==> src/rtl/hkve_pkg.sv <==
package hkve_pkg;

  localparam int unsigned CountWidth   = 17;
  localparam int unsigned SizeWidth    = 16;
  localparam int unsigned ShiftWidth   = 64;
  localparam int unsigned ResultWidth  = 256;
  localparam logic [SizeWidth-1:0] HeaderSizeReset = 16'hFFFF;

  // Lengths of the little-endian captures in bytes.
  localparam logic [3:0] IntLen    = 4'd4;
  localparam logic [3:0] DoubleLen = 4'd8;

  // Characters of the keyword alphabet.
  localparam logic [7:0] ChT   = 8'h74;
  localparam logic [7:0] ChS   = 8'h73;
  localparam logic [7:0] ChA   = 8'h61;
  localparam logic [7:0] ChM   = 8'h6d;
  localparam logic [7:0] ChP   = 8'h70;
  localparam logic [7:0] ChN   = 8'h6e;
  localparam logic [7:0] ChL   = 8'h6c;
  localparam logic [7:0] ChE   = 8'h65;
  localparam logic [7:0] ChF   = 8'h66;
  localparam logic [7:0] ChC   = 8'h63;
  localparam logic [7:0] ChH   = 8'h68;
  localparam logic [7:0] ChOne = 8'h31;
  localparam logic [7:0] ChO   = 8'h6f;

  typedef enum logic [2:0] {
    TGT_NONE     = 3'd0,
    TGT_SAMPLES  = 3'd1,
    TGT_CHANNELS = 3'd2,
    TGT_TIME     = 3'd3,
    TGT_FIRST    = 3'd4,
    TGT_STEP     = 3'd5
  } capture_target_e;

  // Keyword matcher, one-hot. Each state names the prefix seen so far, except M_FOO, which stands for fof.
  typedef enum logic [20:0] {
    M_IDLE    = 21'h000001,
    M_T       = 21'h000002,
    M_TS      = 21'h000004,
    M_TSA     = 21'h000008,
    M_TSAM    = 21'h000010,
    M_N       = 21'h000020,
    M_NS      = 21'h000040,
    M_NSA     = 21'h000080,
    M_NSAM    = 21'h000100,
    M_NSAMP   = 21'h000200,
    M_NSAMPL  = 21'h000400,
    M_NSAMPLE = 21'h000800,
    M_F       = 21'h001000,
    M_FC      = 21'h002000,
    M_FCH     = 21'h004000,
    M_FO      = 21'h008000,
    M_FOO     = 21'h010000,
    M_NC      = 21'h020000,
    M_NCH     = 21'h040000,
    M_NCHA    = 21'h080000,
    M_NCHAN   = 21'h100000
  } match_state_e;

endpackage

==> src/rtl/header_keyword_value_extractor.sv <==
// Header keyword value extractor. Header bytes enter one per beat on the
// slave stream (tlast marks the last byte of the file). A one-hot keyword
// matcher looks for tsamp, nsamples, nchans, fch1 and foff; the last byte of
// a keyword opens a little-endian capture of the next 4 bytes (nsamples,
// nchans) or 8 bytes (tsamp, fch1, foff, kept as raw double bit patterns).
// Every byte counts toward the header length. After a byte that neither
// belongs to nor opens a capture, or after the last byte of a capture, the
// count is compared with header_size; when it has been reached, or at tlast,
// one result beat carries the five values (zero for any keyword not seen)
// and the parser returns to its reset state. A capture cut short by tlast is
// dropped. The block takes one byte every cycle, also while a result waits,
// as long as the result register is free or being emptied in that cycle:
// each byte goes through the matcher and capture logic combinationally,
// straight into the state and result registers. The user must write
// header_size on the configuration channel only while the stream is idle;
// the block does not enforce this. header_size resets to 65535.
module header_keyword_value_extractor
  import hkve_pkg::*;
(
  input  logic                   clk_i,
  input  logic                   rst_ni,
  // Configuration: header_size.
  input  logic                   cfg_valid_i,
  output logic                   cfg_ready_o,
  input  logic [SizeWidth-1:0]   cfg_data_i,
  // Input stream.
  input  logic                   s_axis_tvalid,
  output logic                   s_axis_tready,
  input  logic [7:0]             s_axis_tdata,  // [7:0] data_byte
  input  logic                   s_axis_tlast,  // stream_end
  // Result stream.
  output logic                   m_axis_tvalid,
  input  logic                   m_axis_tready,
  // [31:0] nr_samples, [63:32] nr_channels, [127:64] sample_time_bits,
  // [191:128] first_freq_bits, [255:192] freq_step_bits
  output logic [ResultWidth-1:0] m_axis_tdata
);

  logic [SizeWidth-1:0]   header_size_q;
  match_state_e           match_q, match_d;
  logic [CountWidth-1:0]  count_q, count_d;
  logic [3:0]             left_q, left_d;
  capture_target_e        target_q, target_d;
  logic [ShiftWidth-1:0]  shift_q, shift_d;
  logic [31:0]            samples_q, samples_d;
  logic [31:0]            channels_q, channels_d;
  logic [63:0]            time_q, time_d;
  logic [63:0]            first_q, first_d;
  logic [63:0]            step_q, step_d;
  logic                   out_valid_q;
  logic [ResultWidth-1:0] out_data_q;

  logic in_fire;
  logic emit;

  assign cfg_ready_o   = 1'b1;
  assign s_axis_tready = !out_valid_q || m_axis_tready;
  assign in_fire       = s_axis_tvalid && s_axis_tready;
  assign m_axis_tvalid = out_valid_q;
  assign m_axis_tdata  = out_data_q;

  // Next state for one accepted byte.
  always_comb begin
    logic [3:0] len;
    logic [2:0] pos;
    logic       check;
    logic       start;
    capture_target_e start_tgt;
    logic [3:0] start_len;

    match_d    = match_q;
    left_d     = left_q;
    target_d   = target_q;
    shift_d    = shift_q;
    samples_d  = samples_q;
    channels_d = channels_q;
    time_d     = time_q;
    first_d    = first_q;
    step_d     = step_q;
    count_d    = count_q + CountWidth'(1);
    check      = 1'b0;
    start      = 1'b0;
    start_tgt  = TGT_NONE;
    start_len  = 4'd0;
    len = (target_q == TGT_SAMPLES || target_q == TGT_CHANNELS) ? IntLen : DoubleLen;
    pos = 3'(len - left_q);

    if (left_q != 4'd0) begin
      // Capture byte: place it at its little-endian position.
      for (int i = 0; i < 8; i++) begin
        if (pos == 3'(i)) begin
          shift_d[i*8 +: 8] = s_axis_tdata;
        end
      end
      left_d = left_q - 4'd1;
      if (left_q == 4'd1) begin
        case (target_q)
          TGT_SAMPLES:  samples_d  = shift_d[31:0];
          TGT_CHANNELS: channels_d = shift_d[31:0];
          TGT_TIME:     time_d     = shift_d;
          TGT_FIRST:    first_d    = shift_d;
          TGT_STEP:     step_d     = shift_d;
          default: ;
        endcase
        target_d = TGT_NONE;
        shift_d  = '0;
        check    = 1'b1;
      end
    end else begin
      // Keyword matcher. Characters outside the alphabet leave it alone.
      case (s_axis_tdata)
        ChT: begin
          if (match_q == M_IDLE) match_d = M_T;
        end
        ChS: begin
          if (match_q == M_T) match_d = M_TS;
          else if (match_q == M_N) match_d = M_NS;
          else if (match_q == M_NSAMPLE) begin
            start = 1'b1; start_tgt = TGT_SAMPLES; start_len = IntLen;
          end else if (match_q == M_NCHAN) begin
            start = 1'b1; start_tgt = TGT_CHANNELS; start_len = IntLen;
          end else match_d = M_IDLE;
        end
        ChA: begin
          if (match_q == M_TS) match_d = M_TSA;
          else if (match_q == M_NS) match_d = M_NSA;
          else if (match_q == M_NCH) match_d = M_NCHA;
          else match_d = M_IDLE;
        end
        ChM: begin
          if (match_q == M_TSA) match_d = M_TSAM;
          else if (match_q == M_NSA) match_d = M_NSAM;
          else match_d = M_IDLE;
        end
        ChP: begin
          if (match_q == M_TSAM) begin
            start = 1'b1; start_tgt = TGT_TIME; start_len = DoubleLen;
          end else if (match_q == M_NSAM) match_d = M_NSAMP;
          else match_d = M_IDLE;
        end
        ChN: begin
          if (match_q == M_IDLE) match_d = M_N;
          else if (match_q == M_NCHA) match_d = M_NCHAN;
          else match_d = M_IDLE;
        end
        ChL: match_d = (match_q == M_NSAMP) ? M_NSAMPL : M_IDLE;
        ChE: match_d = (match_q == M_NSAMPL) ? M_NSAMPLE : M_IDLE;
        ChF: begin
          if (match_q == M_IDLE) match_d = M_F;
          else if (match_q == M_FO) match_d = M_FOO;
          else if (match_q == M_FOO) begin
            start = 1'b1; start_tgt = TGT_STEP; start_len = DoubleLen;
          end else match_d = M_IDLE;
        end
        ChC: begin
          if (match_q == M_F) match_d = M_FC;
          else if (match_q == M_N) match_d = M_NC;
          else match_d = M_IDLE;
        end
        ChH: begin
          if (match_q == M_FC) match_d = M_FCH;
          else if (match_q == M_NC) match_d = M_NCH;
          else match_d = M_IDLE;
        end
        ChOne: begin
          if (match_q == M_FCH) begin
            start = 1'b1; start_tgt = TGT_FIRST; start_len = DoubleLen;
          end else match_d = M_IDLE;
        end
        ChO: match_d = (match_q == M_F) ? M_FO : M_IDLE;
        default: ;
      endcase
      if (start) begin
        match_d  = M_IDLE;
        target_d = start_tgt;
        left_d   = start_len;
        shift_d  = '0;
      end
      check = !start;
    end

    emit = (check && (count_d >= {1'b0, header_size_q})) || s_axis_tlast;
  end

  always_ff @(posedge clk_i or negedge rst_ni) begin
    if (!rst_ni) begin
      header_size_q <= HeaderSizeReset;
      match_q       <= M_IDLE;
      count_q       <= '0;
      left_q        <= '0;
      target_q      <= TGT_NONE;
      shift_q       <= '0;
      samples_q     <= '0;
      channels_q    <= '0;
      time_q        <= '0;
      first_q       <= '0;
      step_q        <= '0;
      out_valid_q   <= 1'b0;
    end else begin
      if (cfg_valid_i) begin
        header_size_q <= cfg_data_i;
      end
      if (in_fire && emit) begin
        out_valid_q <= 1'b1;
      end else if (m_axis_tready) begin
        out_valid_q <= 1'b0;
      end
      if (in_fire) begin
        if (emit) begin
          match_q    <= M_IDLE;
          count_q    <= '0;
          left_q     <= '0;
          target_q   <= TGT_NONE;
          shift_q    <= '0;
          samples_q  <= '0;
          channels_q <= '0;
          time_q     <= '0;
          first_q    <= '0;
          step_q     <= '0;
        end else begin
          match_q    <= match_d;
          count_q    <= count_d;
          left_q     <= left_d;
          target_q   <= target_d;
          shift_q    <= shift_d;
          samples_q  <= samples_d;
          channels_q <= channels_d;
          time_q     <= time_d;
          first_q    <= first_d;
          step_q     <= step_d;
        end
      end
    end
  end

  // Result payload, loaded only when a result is produced.
  always_ff @(posedge clk_i) begin
    if (in_fire && emit) begin
      out_data_q <= {step_d, first_d, time_d, channels_d, samples_d};
    end
  end

endmodule

==> config.mk <==
export PLATFORM = sky130hd
export DESIGN_NAME = header_keyword_value_extractor
export DESIGN_NICKNAME = d
export VERILOG_FILES = /design/src/rtl/hkve_pkg.sv /design/src/rtl/header_keyword_value_extractor.sv
export SDC_FILE = /design/constraint.sdc
export NUM_CORES = 1
export LEC_CHECK = 0
export BUFFER_PORTS_ARGS = -buffer_cell sky130_fd_sc_hd__clkbuf_2
export CAP_MARGIN = 5
export CORE_MARGIN = 1.5
export CORE_UTILIZATION = 33
export CTS_CLUSTER_SIZE = 24
export DETAILED_ROUTE_END_ITERATION = 16
export PLACE_DENSITY = 0.63
export SYNTH_ARGS = -nofsm -noshare
export SYNTH_HDL_FRONTEND = slang
export SYNTH_SLANG_ARGS = --single-unit
==> constraint.sdc <==
create_clock -name clk_i -period 7 [get_ports clk_i]
set_input_delay 0.7 -clock clk_i [delete_from_list [all_inputs] [get_ports clk_i]]
set_output_delay 0.7 -clock clk_i [all_outputs]
set_load 0.05 [all_outputs]
==> impl_metrics.tcl <==
set metrics [dict create \
    post-dp-hpwl_um 47400 \
    num_vias 20100 \
    clkSinkCount 638 \
    synth_top_area_share_pct 31.5 \
    syn_area_sq_um 29000 \
    worstSkewPairLatency_ps 630 \
    required_ps 7270 \
    grt.total_usage_pct 17.2 \
    final_nets 2818 \
    syn-num-nets 2605 \
    clock.fmax_mhz 207 \
    yosys.area.top_type "dfrtp_1" \
    ir_drop_uv 231 \
    antenna_found_initial 1 \
    cts.reportedPaths.clkPinSlew_ps 70 \
    synth_ff_type "dfrtp_1" \
    ioPinCount 289 \
    cts_tree "done" \
    area_delta_synth_final_pct 17.4 \
    crit_path_start_kind "register" \
    period_minus_slack_ps 4820 \
    report.power.total_mw 11.0 \
    fill_cells 8294 \
    clock_skew_ps 30.1 \
    synth.area.top_cells "dfrtp_1, edfxtp_1, mux2i_1" \
    rows 108 \
    die-area_sq_um 89600 \
    fin_tns_setup_ps 0 \
    tightest_slew_ps 1090 \
    final_cells 3983 \
    maxCapViolations 0 \
    dr_wl_met3_um 4430 \
    cellLeakagePower_nw 17.1 \
    first_iter_violations 1724 \
    relSlewSlack_pct 27.4 \
    synthTopCellsByCount "nand2_1, dfrtp_1, inv_1" \
    die_w_um 299 \
    cts_root_buf "clkbuf_16" \
    post-route-period-util_pct 68.9 \
    cp-end-kind "register" \
    power_density_nw_per_um2 322 \
    grt_pass1_vias 19500 \
    finalHoldViolCount 0 \
    ff_latch_area_sq_um 17300 \
    drive_gt1_share_pct 19.3 \
    multi_input_area_sq_um 10000 \
    synth_most_common_cell "nand2_1" \
    coreArea_sq_um 86900 \
    maxSlewViolCount 0 \
    wirelength_um 78200 \
    holdBufCountCts 0 \
    ys_seq_area_share_pct 59.6 \
    drc 0 \
    gp_congestion 0.891 \
    path_max_fanout 35 \
    start_util_pct 33.4 \
    grt_pass1_wl_um 119000 \
    dpl.cell_count 3845 \
    drt-pass1-iter-count 7 \
    highest_layer "met4" \
    worst-setup-path-type "reg -> reg" \
    overflow 0 \
    die_h_um 299 \
    postCtsSetupBuffers 0 \
    avgSynthCellArea_sq_um 11.4 \
    ys_types 77 \
    hold_ws_ps 114 \
    outcome "finished, final reports clean" \
    wire_per_inst_um 19.6 \
    drt-met1-wl_um 35400 \
    clockBufferDepth 3 \
    r2r_slack_ps 2180 \
    via_per_inst 5.04 \
    wl_met2_um 37000 \
    grt_max_degree 150 \
    drtAntennaViolNets 0 \
    ys_ff_latch 638 \
    synthCells 2553 \
    utilization_pct 39.2 \
    min_path_type "in -> async" \
    setup-violations-final 0 \
    cts_resized 0 \
    htreeDepth 3 \
    synth_enable_flop_cells 256 \
    rsz0062_at_grt "false" \
    ys_warn_count 0 \
    synthArstFlopShare_pct 59.9 \
    io_buffers 287 \
    numCtsBuffers 74 \
    arrival_ps 5090 \
]
==> critical path, cell delays in order, from the launching register on <==
cell and delay [ps]:
dfrtp_1 430, nand3_1 190, nor4_1 710, nand2_1 310, xnor2_1 210, ha_1 300, nand4_1 120, nor3_1 270
o311ai_0 230, o2111a_1 340, a211oi_4 830, buf_4 520
==> logic make-up (layout without fill, tap and decap cells) <==
kind of cell	after synthesis	after routing	synth area share [%]
XOR/XNOR	32	32	0.967
other	1	2	0.0129
multiplexers	323	323	11.4
flip-flops	638	638	59.6
AND/OR/NAND/NOR	641	641	10.4
AO/OA/AOI/OAI	434	434	10.5
buffers and inverters	462	736	6.16
adder cells (fa/ha/maj)	22	22	0.950
==> cell usage in the layout (no fill, tap or decap), types with 10 or more instances in the layout <==
master     Yosys  layout
mux2_2        65      65
ha_1          22      22
clkbuf_16      0      76
nor2_1        53      52
xnor2_1       19      19
xor2_1        13      13
nand4_1       78      78
o21ai_0      106     106
nand3_1       23      22
buf_4          1      20
nor4_1        14      14
clkinv_2       0      10
nor3_1        19      19
inv_1        284     284
dfstp_2       17      17
mux2i_1      258     258
clkbuf_1     141      15
edfxtp_1     256     256
nand2b_1      14      14
clkbuf_2       0     286
o31ai_1      272     272
nand2_1      373     371
dfrtp_1      365     365
==> routing by layer <==
layer / track usage [%] / vias up
met5: 0 / -
met1: 23.9 / 10000
met3: 3.44 / 92
met4: 4.44 / 0
li1: - / 9445
met2: 27.5 / 535
==> final cells by class <==
cell class | count | share of cell area (%)
clock inverters | 40 | 1.34
flip-flops and latches | 638 | 50.7
multi-input cells | 1453 | 29.4
repair buffers | 315 | 5.16
inverters | 284 | 3.13
diodes | 1 | 0.00735
well taps | 1155 | 4.25
clock buffers | 97 | 6.00
==> sequential cells by signal, summed over array words and instances, names as in the netlist, 17 cells and up <==
name / flops
channels_q: 32
samples_q: 32
time_q: 64
m_axis_tdata: 256
count_q: 17
first_q: 64
step_q: 64
match_q: 21
shift_q: 64
==> path summary, 6_finish.rpt <==
| kind | start | to | depth (start not counted) |
|---|---|---|---|
| min in group clk_i | cfg_data_i[5] | header_size_q[5]$_DFFE_PN1P_ | 3 |
| min | rst_ni | count_q[12]$_DFFE_PN0P_ | 1 |
| max | count_q[2]$_DFFE_PN0P_ | m_axis_tdata[100]$_DFFE_PP_ | 11 |
| min reg2reg | time_q[62]$_DFFE_PN0P_ | time_q[62]$_DFFE_PN0P_ | 2 |
| max in group asynchronous | rst_ni | step_q[19]$_DFFE_PN0P_ | 2 |
| max reg2reg | count_q[2]$_DFFE_PN0P_ | m_axis_tdata[100]$_DFFE_PP_ | 11 |
==> through the flow <==
| stage | setup slack (ps) | area [sq um] |
|---|---|---|
| 2_1_floorplan | 491 | 29000 |
| 3_3_place_gp | 2190 | 31500 |
| 3_5_place_dp | 2130 | 31500 |
| 4_1_cts | 2140 | 34000 |
| 5_1_grt | 1780 | 34000 |
| 6_report | 2180 | 34000 |
==> power breakdown <==
group	internal [mW]	switching, mW	leakage, nW	total (mW)
clock network	2.37	1.61	1.21	3.98
logic	0.557	1.96	8.21	2.52
registers	4.29	0.167	7.68	4.45
Power figures use the tool's default switching activity.
